[src/rtl/core/prq_pkg.sv]
// Shared types, constants and helpers of the priority run queue.
`timescale 1ns / 1ps
package prq_pkg;

  localparam int PRIO_TOP = 31;
  localparam int LEVELS   = PRIO_TOP + 1;
  localparam int LVL_W    = $clog2(LEVELS);
  localparam int THREADS  = 64;
  localparam int TID_W    = $clog2(THREADS);
  localparam int LINK_W   = TID_W + 1;
  localparam int CNT_W    = $clog2(THREADS + 1);

  localparam logic [LINK_W-1:0] LINK_NONE = LINK_W'(THREADS);

  // command codes
  localparam logic [3:0] MODE_INIT    = 4'd0;
  localparam logic [3:0] MODE_RUN     = 4'd1;
  localparam logic [3:0] MODE_SETBASE = 4'd2;
  localparam logic [3:0] MODE_BUMP    = 4'd3;
  localparam logic [3:0] MODE_UYIELD  = 4'd4;
  localparam logic [3:0] MODE_YIELD   = 4'd5;
  localparam logic [3:0] MODE_PREEMPT = 4'd6;
  localparam logic [3:0] MODE_REMOVE  = 4'd7;
  localparam logic [3:0] MODE_NEXT    = 4'd8;

  // status codes
  localparam logic [1:0] ST_OK     = 2'd0;
  localparam logic [1:0] ST_QUEUED = 2'd1;
  localparam logic [1:0] ST_IDLE   = 2'd2;

  // config register indexes
  localparam logic CFG_TICK = 1'b0;
  localparam logic CFG_IDLE = 1'b1;

  typedef struct packed {
    logic [3:0] mode;
    logic [5:0] thread_id;
    logic [5:0] new_priority;
    logic       round_robin;
    logic [4:0] current_priority;
    logic       current_is_posix;
  } prq_in_t;

  typedef struct packed {
    logic       resched;
    logic [5:0] next_thread;
    logic       next_valid;
    logic [1:0] status;
    logic [6:0] ready_count;
  } prq_out_t;

  // per-thread memory word
  typedef struct packed {
    logic [LINK_W-1:0] nxt;
    logic [LINK_W-1:0] prv;
    logic              onq;
    logic [LVL_W-1:0]  prio;
    logic [LVL_W-1:0]  base;
    logic [7:0]        ticks;
    logic              rr;
  } thr_ent_t;

  // per-level memory word
  typedef struct packed {
    logic [LINK_W-1:0] head;
    logic [LINK_W-1:0] tail;
  } lvl_ent_t;

  localparam thr_ent_t THR_RESET = '{nxt: LINK_NONE, prv: LINK_NONE, onq: 1'b0,
                                     prio: '0, base: '0, ticks: '0, rr: 1'b0};
  localparam lvl_ent_t LVL_RESET = '{head: LINK_NONE, tail: LINK_NONE};

  function automatic logic [LVL_W-1:0] sat_prio(input logic [5:0] np);
    sat_prio = (32'(np) > PRIO_TOP) ? LVL_W'(PRIO_TOP) : np[LVL_W-1:0];
  endfunction

  // highest set bit of the level bitmap
  function automatic logic [LVL_W-1:0] top_level(input logic [LEVELS-1:0] bm);
    logic [LVL_W-1:0] r;
    r = '0;
    for (int i = 0; i < LEVELS; i++) begin
      if (bm[i]) r = LVL_W'(i);
    end
    top_level = r;
  endfunction

endpackage

[src/rtl/core/prq_ram.sv]
// Generic simple dual-port RAM with registered read.
`timescale 1ns / 1ps
module prq_ram #(
  parameter int WIDTH = 8,
  parameter int DEPTH = 16
) (
  input  logic                     clk,
  input  logic                     we,
  input  logic [$clog2(DEPTH)-1:0] waddr,
  input  logic [WIDTH-1:0]         wdata,
  input  logic                     re,
  input  logic [$clog2(DEPTH)-1:0] raddr,
  output logic [WIDTH-1:0]         rdata
);

  logic [WIDTH-1:0] mem [DEPTH];

  always_ff @(posedge clk) begin
    if (we) mem[waddr] <= wdata;
    if (re) rdata <= mem[raddr];
  end

endmodule

[src/rtl/core/prq_ctrl.sv]
// Command sequencer: thread and level memories, list edits, bitmap and count.
`timescale 1ns / 1ps
module prq_ctrl (
  input  logic              clk,
  input  logic              rst_n,
  input  logic              start,
  input  prq_pkg::prq_in_t  cmd,
  input  logic [7:0]        tick_reload,
  input  logic [5:0]        idle_id,
  input  logic              res_take,
  output logic              idle,
  output logic              done,
  output prq_pkg::prq_out_t res
);

  typedef enum logic [14:0] {
    S_IDLE = 15'h0001, S_NXL = 15'h0002, S_DEC = 15'h0004, S_UL  = 15'h0008,
    S_UL2  = 15'h0010, S_UP  = 15'h0020, S_UN0 = 15'h0040, S_UN  = 15'h0080,
    S_UFIN = 15'h0100, S_P0  = 15'h0200, S_P1  = 15'h0400, S_P2  = 15'h0800,
    S_P3   = 15'h1000, S_WT  = 15'h2000, S_DONE = 15'h4000
  } state_t;

  localparam int TW = $bits(prq_pkg::thr_ent_t);
  localparam int LW = $bits(prq_pkg::lvl_ent_t);

  state_t state_r, state_nxt;
  prq_pkg::prq_in_t cmd_r, cmd_nxt;
  logic [prq_pkg::TID_W-1:0] t_r, t_nxt, nb_r, nb_nxt;
  prq_pkg::thr_ent_t cur_r, cur_nxt;
  prq_pkg::lvl_ent_t lvl_r, lvl_nxt;
  logic [prq_pkg::LVL_W-1:0] newp_r, newp_nxt;
  logic requeue_r, requeue_nxt, puthead_r, puthead_nxt, check_r, check_nxt;
  logic [1:0] status_r, status_nxt;
  logic [5:0] nt_r, nt_nxt;
  logic nv_r, nv_nxt;
  logic [prq_pkg::LEVELS-1:0] bitmap_r, bitmap_nxt;
  logic [prq_pkg::CNT_W-1:0] count_r, count_nxt;
  logic [prq_pkg::THREADS-1:0] tv_r;
  logic [prq_pkg::LEVELS-1:0] lv_r;
  logic tvh_r, lvh_r;

  // memory ports
  logic t_we, t_re, l_we, l_re;
  logic [prq_pkg::TID_W-1:0] t_waddr, t_raddr;
  logic [prq_pkg::LVL_W-1:0] l_waddr, l_raddr;
  prq_pkg::thr_ent_t t_wdata, t_dout, tdat;
  prq_pkg::lvl_ent_t l_wdata, l_dout, ldat;
  logic [TW-1:0] t_q;
  logic [LW-1:0] l_q;

  prq_ram #(.WIDTH(TW), .DEPTH(prq_pkg::THREADS)) u_thr_ram (
    .clk(clk), .we(t_we), .waddr(t_waddr), .wdata(t_wdata),
    .re(t_re), .raddr(t_raddr), .rdata(t_q)
  );

  prq_ram #(.WIDTH(LW), .DEPTH(prq_pkg::LEVELS)) u_lvl_ram (
    .clk(clk), .we(l_we), .waddr(l_waddr), .wdata(l_wdata),
    .re(l_re), .raddr(l_raddr), .rdata(l_q)
  );

  // entries never written read as their reset value
  assign t_dout = prq_pkg::thr_ent_t'(t_q);
  assign l_dout = prq_pkg::lvl_ent_t'(l_q);
  assign tdat = tvh_r ? t_dout : prq_pkg::THR_RESET;
  assign ldat = lvh_r ? l_dout : prq_pkg::LVL_RESET;

  logic [prq_pkg::LVL_W-1:0] np_sat, top_p;
  logic [prq_pkg::LINK_W-1:0] old_l;
  logic [7:0] tk_dec;
  logic is_disp;

  assign np_sat  = prq_pkg::sat_prio(cmd_r.new_priority);
  assign top_p   = prq_pkg::top_level(bitmap_r);
  assign old_l   = puthead_r ? ldat.head : ldat.tail;
  assign tk_dec  = tdat.ticks - 8'd1;
  assign is_disp = (cmd_r.mode == prq_pkg::MODE_UYIELD) || (cmd_r.mode == prq_pkg::MODE_YIELD)
                || (cmd_r.mode == prq_pkg::MODE_PREEMPT);

  // sequencer
  always_comb begin
    state_nxt = state_r; cmd_nxt = cmd_r; t_nxt = t_r; nb_nxt = nb_r;
    cur_nxt = cur_r; lvl_nxt = lvl_r; newp_nxt = newp_r;
    requeue_nxt = requeue_r; puthead_nxt = puthead_r; check_nxt = check_r;
    status_nxt = status_r; nt_nxt = nt_r; nv_nxt = nv_r;
    bitmap_nxt = bitmap_r; count_nxt = count_r;
    t_we = 1'b0; t_re = 1'b0; l_we = 1'b0; l_re = 1'b0;
    t_waddr = nb_r; t_raddr = cmd.thread_id; l_waddr = cur_r.prio; l_raddr = cur_r.prio;
    t_wdata = cur_r; l_wdata = lvl_r;
    done = 1'b0;
    case (state_r)
      S_IDLE: begin
        if (start) begin
          cmd_nxt = cmd; t_nxt = cmd.thread_id;
          status_nxt = prq_pkg::ST_OK; nt_nxt = '0; nv_nxt = 1'b0; check_nxt = 1'b0;
          if (cmd.mode == prq_pkg::MODE_NEXT) begin
            if (bitmap_r != '0) begin
              l_re = 1'b1; l_raddr = top_p; state_nxt = S_NXL;
            end else begin
              state_nxt = S_DONE;
            end
          end else if (cmd.mode > prq_pkg::MODE_NEXT) begin
            state_nxt = S_DONE;
          end else begin
            t_re = 1'b1; state_nxt = S_DEC;
          end
        end
      end
      S_NXL: begin
        t_nxt = ldat.head[prq_pkg::TID_W-1:0];
        t_re = 1'b1; t_raddr = ldat.head[prq_pkg::TID_W-1:0];
        state_nxt = S_DEC;
      end
      S_DEC: begin
        cur_nxt = tdat; requeue_nxt = 1'b0; state_nxt = S_DONE;
        if (cmd_r.mode == prq_pkg::MODE_NEXT) begin
          nt_nxt = t_r; nv_nxt = 1'b1; state_nxt = S_UL;
        end else if (is_disp && cmd_r.thread_id == idle_id) begin
          status_nxt = prq_pkg::ST_IDLE;
        end else if ((is_disp || cmd_r.mode == prq_pkg::MODE_INIT
                      || cmd_r.mode == prq_pkg::MODE_RUN) && tdat.onq) begin
          status_nxt = prq_pkg::ST_QUEUED;
        end else begin
          case (cmd_r.mode)
            prq_pkg::MODE_INIT: begin
              cur_nxt.rr = cmd_r.round_robin; cur_nxt.base = np_sat;
              cur_nxt.prio = np_sat; cur_nxt.ticks = tick_reload;
              state_nxt = S_WT;
            end
            prq_pkg::MODE_RUN: begin
              puthead_nxt = 1'b0; check_nxt = 1'b1; state_nxt = S_P0;
            end
            prq_pkg::MODE_UYIELD: begin
              puthead_nxt = 1'b0; state_nxt = S_P0;
            end
            prq_pkg::MODE_YIELD: begin
              puthead_nxt = 1'b1; state_nxt = S_P0;
            end
            prq_pkg::MODE_PREEMPT: begin
              state_nxt = S_P0; puthead_nxt = 1'b1;
              if (tdat.rr) begin
                if (tk_dec == 8'd0) begin
                  cur_nxt.ticks = tick_reload; puthead_nxt = 1'b0;
                end else begin
                  cur_nxt.ticks = tk_dec;
                end
              end
            end
            prq_pkg::MODE_SETBASE: begin
              if (tdat.base != np_sat) begin
                cur_nxt.base = np_sat; newp_nxt = np_sat; check_nxt = 1'b1;
                if (tdat.onq) begin
                  requeue_nxt = 1'b1; state_nxt = S_UL;
                end else begin
                  cur_nxt.prio = np_sat; state_nxt = S_WT;
                end
              end
            end
            prq_pkg::MODE_BUMP: begin
              if ({1'b0, tdat.prio} != cmd_r.new_priority) begin
                newp_nxt = np_sat; check_nxt = 1'b1;
                if (tdat.onq) begin
                  requeue_nxt = 1'b1; state_nxt = S_UL;
                end else begin
                  cur_nxt.prio = np_sat; state_nxt = S_WT;
                end
              end
            end
            prq_pkg::MODE_REMOVE: begin
              if (tdat.onq) state_nxt = S_UL;
            end
            default: state_nxt = S_DONE;
          endcase
        end
      end
      // unlink: read the level, patch both neighbors, write the level back
      S_UL: begin
        l_re = 1'b1; state_nxt = S_UL2;
      end
      S_UL2: begin
        lvl_nxt = ldat;
        if (cur_r.prv != prq_pkg::LINK_NONE) begin
          t_re = 1'b1; t_raddr = cur_r.prv[prq_pkg::TID_W-1:0];
          nb_nxt = cur_r.prv[prq_pkg::TID_W-1:0]; state_nxt = S_UP;
        end else begin
          lvl_nxt.head = cur_r.nxt; state_nxt = S_UN0;
        end
      end
      S_UP: begin
        t_we = 1'b1; t_wdata = tdat; t_wdata.nxt = cur_r.nxt; state_nxt = S_UN0;
      end
      S_UN0: begin
        if (cur_r.nxt != prq_pkg::LINK_NONE) begin
          t_re = 1'b1; t_raddr = cur_r.nxt[prq_pkg::TID_W-1:0];
          nb_nxt = cur_r.nxt[prq_pkg::TID_W-1:0]; state_nxt = S_UN;
        end else begin
          lvl_nxt.tail = cur_r.prv; state_nxt = S_UFIN;
        end
      end
      S_UN: begin
        t_we = 1'b1; t_wdata = tdat; t_wdata.prv = cur_r.prv; state_nxt = S_UFIN;
      end
      S_UFIN: begin
        l_we = 1'b1;
        if (lvl_r.head == prq_pkg::LINK_NONE) bitmap_nxt[cur_r.prio] = 1'b0;
        count_nxt = count_r - 1'b1;
        cur_nxt.nxt = prq_pkg::LINK_NONE; cur_nxt.prv = prq_pkg::LINK_NONE;
        cur_nxt.onq = 1'b0;
        if (requeue_r) begin
          cur_nxt.prio = newp_r; puthead_nxt = 1'b0; state_nxt = S_P0;
        end else begin
          state_nxt = S_WT;
        end
      end
      // enqueue at head or tail of the thread's level
      S_P0: begin
        l_re = 1'b1; state_nxt = S_P1;
      end
      S_P1: begin
        lvl_nxt = ldat;
        if (puthead_r) begin
          cur_nxt.prv = prq_pkg::LINK_NONE; cur_nxt.nxt = old_l;
        end else begin
          cur_nxt.nxt = prq_pkg::LINK_NONE; cur_nxt.prv = old_l;
        end
        if (old_l != prq_pkg::LINK_NONE) begin
          t_re = 1'b1; t_raddr = old_l[prq_pkg::TID_W-1:0];
          nb_nxt = old_l[prq_pkg::TID_W-1:0]; state_nxt = S_P2;
        end else begin
          state_nxt = S_P3;
        end
      end
      S_P2: begin
        t_we = 1'b1; t_wdata = tdat;
        if (puthead_r) t_wdata.prv = {1'b0, t_r};
        else t_wdata.nxt = {1'b0, t_r};
        state_nxt = S_P3;
      end
      S_P3: begin
        l_we = 1'b1;
        if (puthead_r) begin
          l_wdata.head = {1'b0, t_r};
          l_wdata.tail = (lvl_r.head == prq_pkg::LINK_NONE) ? {1'b0, t_r} : lvl_r.tail;
        end else begin
          l_wdata.tail = {1'b0, t_r};
          l_wdata.head = (lvl_r.tail == prq_pkg::LINK_NONE) ? {1'b0, t_r} : lvl_r.head;
        end
        bitmap_nxt[cur_r.prio] = 1'b1;
        count_nxt = count_r + 1'b1;
        cur_nxt.onq = 1'b1;
        state_nxt = S_WT;
      end
      S_WT: begin
        t_we = 1'b1; t_waddr = t_r; state_nxt = S_DONE;
      end
      S_DONE: begin
        if (res_take) begin
          done = 1'b1; state_nxt = S_IDLE;
        end
      end
      default: state_nxt = S_IDLE;
    endcase
  end

  always_ff @(posedge clk) begin
    if (!rst_n) begin
      state_r <= S_IDLE;
      bitmap_r <= '0;
      count_r <= '0;
      tv_r <= '0;
      lv_r <= '0;
    end else begin
      state_r <= state_nxt;
      bitmap_r <= bitmap_nxt;
      count_r <= count_nxt;
      if (t_we) tv_r[t_waddr] <= 1'b1;
      if (l_we) lv_r[l_waddr] <= 1'b1;
    end
  end

  always_ff @(posedge clk) begin
    cmd_r <= cmd_nxt; t_r <= t_nxt; nb_r <= nb_nxt; cur_r <= cur_nxt; lvl_r <= lvl_nxt;
    newp_r <= newp_nxt; requeue_r <= requeue_nxt; puthead_r <= puthead_nxt;
    check_r <= check_nxt; status_r <= status_nxt; nt_r <= nt_nxt; nv_r <= nv_nxt;
    if (t_re) tvh_r <= tv_r[t_raddr];
    if (l_re) lvh_r <= lv_r[l_raddr];
  end

  // result word
  assign idle = (state_r == S_IDLE);
  always_comb begin
    res.resched = check_r && cmd_r.current_is_posix && (bitmap_r != '0)
               && (cmd_r.current_priority < top_p);
    res.next_thread = nt_r;
    res.next_valid  = nv_r;
    res.status      = status_r;
    res.ready_count = 7'(count_r);
  end

  // checks
  a_count_range: assert property (@(posedge clk) disable iff (!rst_n)
    32'(count_r) <= prq_pkg::THREADS) else $error("ready count overflow");
  a_bitmap_count: assert property (@(posedge clk) disable iff (!rst_n)
    (bitmap_r == '0) == (count_r == '0)) else $error("bitmap and count disagree");
  a_enq_sets_bit: assert property (@(posedge clk) disable iff (!rst_n)
    state_r == S_P3 |=> bitmap_r[$past(cur_r.prio)]) else $error("enqueue left level clear");

endmodule

[src/rtl/core/priority_fifo_rr_run_queue_top.sv]
// Top level of the priority run queue: config registers, result register.
//
//  channel | direction | handshake        | payload
//  in      | input     | in_valid/in_stall   | in_data (prq_in_t)
//  out     | output    | out_valid/out_stall | out_data (prq_out_t)
//  cfg     | input     | cfg_we              | cfg_index, cfg_wdata
//
// The thread and level memories each give one read a cycle through a registered
// read port, and every list edit is a read then write.
// Reset is synchronous, active low; the queue is empty afterwards, no sweep.
// The next beat is taken while a result waits in the output register.
`timescale 1ns / 1ps
module priority_fifo_rr_run_queue_top (
  input  logic              clk,
  input  logic              rst_n,
  input  logic              in_valid,
  output logic              in_stall,
  input  prq_pkg::prq_in_t  in_data,
  output logic              out_valid,
  input  logic              out_stall,
  output prq_pkg::prq_out_t out_data,
  input  logic              cfg_we,
  input  logic              cfg_index,
  input  logic [7:0]        cfg_wdata
);

  logic [7:0] tick_reload_r;
  logic [5:0] idle_id_r;
  logic out_valid_r;
  prq_pkg::prq_out_t out_r, res;
  logic idle, done, res_take;

  assign in_stall = !idle;
  assign res_take = !out_valid_r || !out_stall;

  prq_ctrl u_ctrl (
    .clk(clk), .rst_n(rst_n), .start(in_valid && idle), .cmd(in_data),
    .tick_reload(tick_reload_r), .idle_id(idle_id_r), .res_take(res_take),
    .idle(idle), .done(done), .res(res)
  );

  // config registers
  always_ff @(posedge clk) begin
    if (!rst_n) begin
      tick_reload_r <= 8'd10;
      idle_id_r <= '0;
    end else if (cfg_we) begin
      case (cfg_index)
        prq_pkg::CFG_TICK: tick_reload_r <= cfg_wdata;
        prq_pkg::CFG_IDLE: idle_id_r <= cfg_wdata[5:0];
        default: ;
      endcase
    end
  end

  // output register
  always_ff @(posedge clk) begin
    if (!rst_n) begin
      out_valid_r <= 1'b0;
    end else if (done) begin
      out_valid_r <= 1'b1;
    end else if (!out_stall) begin
      out_valid_r <= 1'b0;
    end
  end

  always_ff @(posedge clk) begin
    if (done) out_r <= res;
  end

  assign out_valid = out_valid_r;
  assign out_data  = out_r;

endmodule

[config.mk]
export PLATFORM = sky130hd
export DESIGN_NAME = priority_fifo_rr_run_queue_top
export DESIGN_NICKNAME = d
export VERILOG_FILES = /design/src/rtl/core/prq_pkg.sv /design/src/rtl/core/prq_ram.sv /design/src/rtl/core/prq_ctrl.sv /design/src/rtl/core/priority_fifo_rr_run_queue_top.sv
export SDC_FILE = /design/constraint.sdc
export NUM_CORES = 2
export LEC_CHECK = 0
export BUFFER_PORTS_ARGS = -buffer_cell sky130_fd_sc_hd__buf_2
export CAP_MARGIN = 10
export CORE_MARGIN = 2
export CORE_UTILIZATION = 30
export CTS_CLUSTER_SIZE = 12
export DETAILED_ROUTE_END_ITERATION = 12
export PLACE_DENSITY = 0.51
export SYNTH_ARGS = -nofsm -noshare
export SYNTH_HDL_FRONTEND = slang
export SYNTH_SLANG_ARGS = --single-unit
[constraint.sdc]
create_clock -name clk -period 6.9 [get_ports clk]
set_input_delay 0 -clock clk [delete_from_list [all_inputs] [get_ports clk]]
set_output_delay 0 -clock clk [all_outputs]
set_load 0.05 [all_outputs]
==> metrics.txt <==
# TYPE chip_impl_metric gauge
chip_impl_info{name="holdCritStartpoint",value="in_data[16]"} 1
chip_impl_metric{name="hold_viol_final",unit=""} 0
chip_impl_metric{name="gr-total-overflow",unit=""} 0
chip_impl_metric{name="die_area",unit="mm2"} 0.3980
chip_impl_info{name="min_path_type",value="in2reg"} 1
chip_impl_metric{name="nets_final",unit=""} 8851
chip_impl_info{name="regToRegEndpoint",value="u_ctrl.u_thr_ram.rdata[7]"} 1
chip_impl_metric{name="synth.yosys.warnings",unit=""} 0
chip_impl_metric{name="cp.arrival",unit="ns"} 6.75
chip_impl_info{name="synth_top_cell_by_area",value="sky130_fd_sc_hd__edfxtp_1"} 1
chip_impl_metric{name="finalWorstPathRequiredPeriod",unit="ns"} 5.967
chip_impl_info{name="timing.critical_path.cells",value="nor4_1 > nand2_1 > nand3_1 > a221oi_1 > a21boi_2 > nor2_4 > buf_4 > buf_4 > nand2_1 > nand3_1 > o2111ai_1 > a221oi_1 > o32a_1"} 1
chip_impl_metric{name="ctsResizeCount",unit=""} 0
chip_impl_info{name="setup.worst_path.end_class",value="register"} 1
chip_impl_metric{name="number_of_global_route_vias_before_repair",unit=""} 74524
chip_impl_metric{name="final.setup_skew",unit="ns"} 0.06756
chip_impl_info{name="yosys-top-cells-count",value="sky130_fd_sc_hd__edfxtp_1, sky130_fd_sc_hd__nand2_1, sky130_fd_sc_hd__nor2_1"} 1
chip_impl_metric{name="drc",unit=""} 0
chip_impl_metric{name="synth_top_area_frac",unit=""} 0.7108
chip_impl_metric{name="finalInstanceArea",unit="mm2"} 0.1365
chip_impl_info{name="cts_root_buffer",value="sky130_fd_sc_hd__clkbuf_16"} 1
chip_impl_metric{name="power_per_cell_area",unit="mW/mm2"} 271.5
chip_impl_metric{name="timing.final.setup_violations",unit=""} 0
chip_impl_metric{name="final.setup.tns",unit="ns"} 0
chip_impl_metric{name="synth_area",unit="mm2"} 0.1179
chip_impl_metric{name="final-max-slew-violation-count",unit=""} 0
chip_impl_info{name="whs_endpoint",value="u_ctrl.cmd_r[16]"} 1
chip_impl_metric{name="synth_async_sr_flop_share",unit=""} 0
chip_impl_metric{name="synth.net_count",unit=""} 8646
chip_impl_metric{name="post_cts.repair.setup_buffers",unit=""} 0
chip_impl_metric{name="syn_avg_cell_area",unit="um2"} 13.71
chip_impl_metric{name="vdd_drop_max",unit="mV"} 0.1713
chip_impl_metric{name="synth_sequential_area_ratio",unit=""} 0.7389
chip_impl_metric{name="max-clock-path-buffers",unit=""} 4
chip_impl_metric{name="clock-sinks",unit=""} 2956
chip_impl_metric{name="achievable-frequency",unit="GHz"} 0.1676
chip_impl_metric{name="grt_usage",unit=""} 0.2072
chip_impl_info{name="timing.setup.critical_path_class",value="reg2reg"} 1
chip_impl_metric{name="cts-buffers-inserted",unit=""} 311
chip_impl_metric{name="timing.max_slew.rel_slack",unit=""} 0.008139
chip_impl_info{name="cp-start-kind",value="register"} 1
chip_impl_info{name="count_leader_synth",value="sky130_fd_sc_hd__edfxtp_1"} 1
chip_impl_metric{name="routed_wl",unit="mm"} 426.5
chip_impl_metric{name="grt_max_degree",unit=""} 143
chip_impl_metric{name="grt_first_pass_wirelength",unit="mm"} 590.8
chip_impl_metric{name="pin_count",unit=""} 56
chip_impl_metric{name="worst-r2r-cell-count",unit=""} 13
chip_impl_metric{name="total_leakage_power",unit="uW"} 0.04410
chip_impl_metric{name="hpwlAfterDp",unit="mm"} 252.0
chip_impl_metric{name="post_synthesis_instance_total",unit=""} 8597
chip_impl_metric{name="die_width",unit="um"} 630.9
chip_impl_metric{name="place.gp.congestion",unit=""} 0.8754
chip_impl_metric{name="detail_route.first_pass.iterations",unit=""} 8
chip_impl_metric{name="distinct_cell_type_count_of_the_synthesized_netlist",unit=""} 107
chip_impl_metric{name="route.detailed.vias_per_inst",unit=""} 5.525
chip_impl_info{name="synthTopCellsByArea",value="sky130_fd_sc_hd__edfxtp_1, sky130_fd_sc_hd__nand2_1, sky130_fd_sc_hd__dfxtp_1, sky130_fd_sc_hd__nand3_1, sky130_fd_sc_hd__nor2_1"} 1
chip_impl_metric{name="h_tree_lvl_count",unit=""} 5
chip_impl_metric{name="clk_transition_reported_paths",unit="ns"} 0.07
chip_impl_metric{name="cp.required",unit="ns"} 7.68
chip_impl_metric{name="total_power",unit="uW"} 37070
chip_impl_metric{name="routedWlPerCell",unit="um"} 29.96
chip_impl_metric{name="post_route_cells_drive_above_1_share",unit=""} 0.1169
chip_impl_metric{name="insertion_delay",unit="ns"} 0.89
chip_impl_metric{name="drt_iter0_drc",unit=""} 11464
chip_impl_metric{name="dieHeight",unit="um"} 630.9
chip_impl_metric{name="postSynthRegisterBits",unit=""} 2956
chip_impl_metric{name="antenna_found_initial",unit=""} 30
chip_impl_metric{name="hold_ws",unit="ns"} 0.02357
chip_impl_metric{name="critical_path.max_stage_delay",unit="ns"} 1.24
chip_impl_metric{name="max_slew.worst_pin.slew",unit="ns"} 1.488
chip_impl_metric{name="starting_density",unit=""} 0.3008
chip_impl_metric{name="syn2layout_area_growth",unit="%"} 15.79
chip_impl_metric{name="filler_cell_count",unit=""} 37597
chip_impl_metric{name="synth-edff-count",unit=""} 2791
chip_impl_metric{name="post_drt_antenna_nets",unit=""} 0
chip_impl_metric{name="postLayoutCoreUtil",unit=""} 0.3483
chip_impl_info{name="run_status",value="complete, no violations"} 1
chip_impl_metric{name="numPortBuffers",unit=""} 55
chip_impl_info{name="cpMaxStageDelayCell",value="sky130_fd_sc_hd__a221oi_1"} 1
chip_impl_info{name="worst_r2r_startpoint",value="u_ctrl.puthead_r"} 1
chip_impl_metric{name="core_area",unit="mm2"} 0.3920
chip_impl_metric{name="std_cell_rows",unit=""} 230
chip_impl_info{name="rsz_0062_raised_after_global_routing",value="no"} 1
chip_impl_metric{name="worst_hold_path.num_cells",unit=""} 2
chip_impl_metric{name="crit_fanout",unit=""} 40
chip_impl_metric{name="r2r_slack",unit="ns"} 0.93
chip_impl_metric{name="cap_viol_max_count",unit=""} 0
chip_impl_info{name="ys_dominant_reg_cell",value="sky130_fd_sc_hd__edfxtp_1"} 1
chip_impl_info{name="tritoncts",value="yes"} 1
chip_impl_metric{name="detailroute.via_count",unit=""} 78654
chip_impl_metric{name="detailed_place.area",unit="mm2"} 0.1266
chip_impl_metric{name="layout_worst_path_cycle_share",unit=""} 0.8647
## sequential cells by signal, summed over array words and instances, names as in the netlist, 2 cells and up, named ones only
name	count
u_ctrl.count_r	7
u_ctrl.lv_r	32
u_ctrl.u_thr_ram.rdata	34
idle_id_r	6
u_ctrl.u_lvl_ram.rdata	14
u_ctrl.state_r	15
u_ctrl.status_r	2
u_ctrl.u_thr_ram.mem	2176
u_ctrl.t_r	6
u_ctrl.newp_r	5
tick_reload_r	8
u_ctrl.l_waddr	5
u_ctrl.cur_r	29
u_ctrl.cmd_r	23
u_ctrl.tv_r	64
u_ctrl.nb_r	6
u_ctrl.lvl_r	14
u_ctrl.nt_r	6
u_ctrl.u_lvl_ram.mem	448
out_data	17
## critical path: cells and delay by family, from the launching register on
kind	cells	cell delay [ns]
AO/OA/AOI/OAI	5	2.83
flip-flops	1	0.76
AND/OR/NAND/NOR	6	1.16
buffers and inverters	2	1.04
## where the power goes
group | switching [uW] | internal (uW) | leakage (uW)
Sequential | 86.4 | 19400 | 0.0264
Combinational | 1310 | 495 | 0.0132
Clock | 6910 | 8840 | 0.00446
Total | 8310 | 28800 | 0.0441
## cells by family (layout without fill, tap and decap cells)
logic type / Yosys count / count (layout) / synth area share
xor+xnor: 18 / 18 / 0.001337
other cells: 0 / 7 / 0
fa+ha+maj: 12 / 12 / 0.001337
mux: 261 / 261 / 0.02562
simple gates: 3123 / 3123 / 0.1147
compound gates: 1628 / 1628 / 0.09536
buf+inv: 599 / 1010 / 0.02274
flops: 2956 / 2956 / 0.7389
## per-layer routing
metal / vias up / track usage / part of all wire
li1: 33185 / - / -
met4: 12 / 0.07939 / 0.043
met3: 746 / 0.04480 / 0.10
met2: 4297 / 0.3272 / 0.46
met5: - / 0 / 0.00018
met1: 40414 / 0.2788 / 0.40
## area by class of cell
cell class	count	area, um2	share of cell area
clock inverters	76	578.1	0.004234
repair buffers	456	4320	0.03165
multi-input cells	5042	29210	0.2139
diodes	7	17.52	0.0001283
inverters	35	136.4	0.0009990
flip-flops and latches	2956	87110	0.6381
clock buffers	443	8617	0.06312
well taps	5220	6531	0.04784
## stage by stage
stage | cells | setup slack (ns)
global placement | 13632 | 0.3169
floorplan | 8597 | 1.404
finish | 14235 | 0.9333
CTS | 14227 | 1.069
detailed placement | 13636 | 1.117
global route | 14231 | 0.7550
## layout by cell type, fill, tap and decap left out, types with 20 or more instances in the layout
master	count
sky130_fd_sc_hd__and3_1	191
sky130_fd_sc_hd__nand2_1	1819
sky130_fd_sc_hd__mux4_2	24
sky130_fd_sc_hd__a211oi_1	178
sky130_fd_sc_hd__mux2_2	86
sky130_fd_sc_hd__edfxtp_1	2791
sky130_fd_sc_hd__buf_2	55
sky130_fd_sc_hd__inv_1	34
sky130_fd_sc_hd__o22ai_1	157
sky130_fd_sc_hd__nand4_1	41
sky130_fd_sc_hd__buf_12	68
sky130_fd_sc_hd__clkinv_1	37
sky130_fd_sc_hd__dlygate4sd3_1	72
sky130_fd_sc_hd__o21ai_4	30
sky130_fd_sc_hd__buf_4	260
sky130_fd_sc_hd__a2111oi_0	32
sky130_fd_sc_hd__nor4_1	33
sky130_fd_sc_hd__a2bb2oi_1	22
sky130_fd_sc_hd__o221ai_1	25
sky130_fd_sc_hd__nor2_1	350
sky130_fd_sc_hd__a31oi_1	185
sky130_fd_sc_hd__a22oi_1	103
sky130_fd_sc_hd__nor2_4	76
sky130_fd_sc_hd__nand3_1	398
sky130_fd_sc_hd__mux2i_1	151
sky130_fd_sc_hd__o2111ai_1	64
sky130_fd_sc_hd__o31ai_1	20
sky130_fd_sc_hd__nor3_1	67
sky130_fd_sc_hd__clkbuf_16	318
sky130_fd_sc_hd__dfxtp_1	165
sky130_fd_sc_hd__a21oi_1	312
sky130_fd_sc_hd__clkbuf_1	106
sky130_fd_sc_hd__a311oi_1	21
sky130_fd_sc_hd__o211ai_1	69
sky130_fd_sc_hd__and4_1	20
sky130_fd_sc_hd__a32oi_1	70
sky130_fd_sc_hd__o22a_1	21
sky130_fd_sc_hd__o21ai_0	133
## repair_timing
item / 4_1_cts / 5_1_grt
hold buffers: 72 / 0
endpoints found under the setup margin: 0 / 0
hold endpoints to repair: 73 / 0
## worst max-delay path by stage
stage | from | to | slack, ns
6_report | u_ctrl.puthead_r | u_ctrl.u_thr_ram.rdata[7] | 0.93
5_1_grt | u_ctrl.state_r[11] | u_ctrl.u_thr_ram.rdata[7] | 0.75
4_1_cts | u_ctrl.state_r[14] | u_ctrl.u_thr_ram.rdata[29] | 1.07
3_5_place_dp | u_ctrl.state_r[14] | u_ctrl.u_thr_ram.rdata[29] | 1.12
3_3_place_gp | u_ctrl.puthead_r | u_ctrl.u_thr_ram.rdata[6] | 0.32
2_1_floorplan | u_ctrl.state_r[2] | u_ctrl.u_thr_ram.mem[0][19] | 1.40
Power figures use the tool's default switching activity.
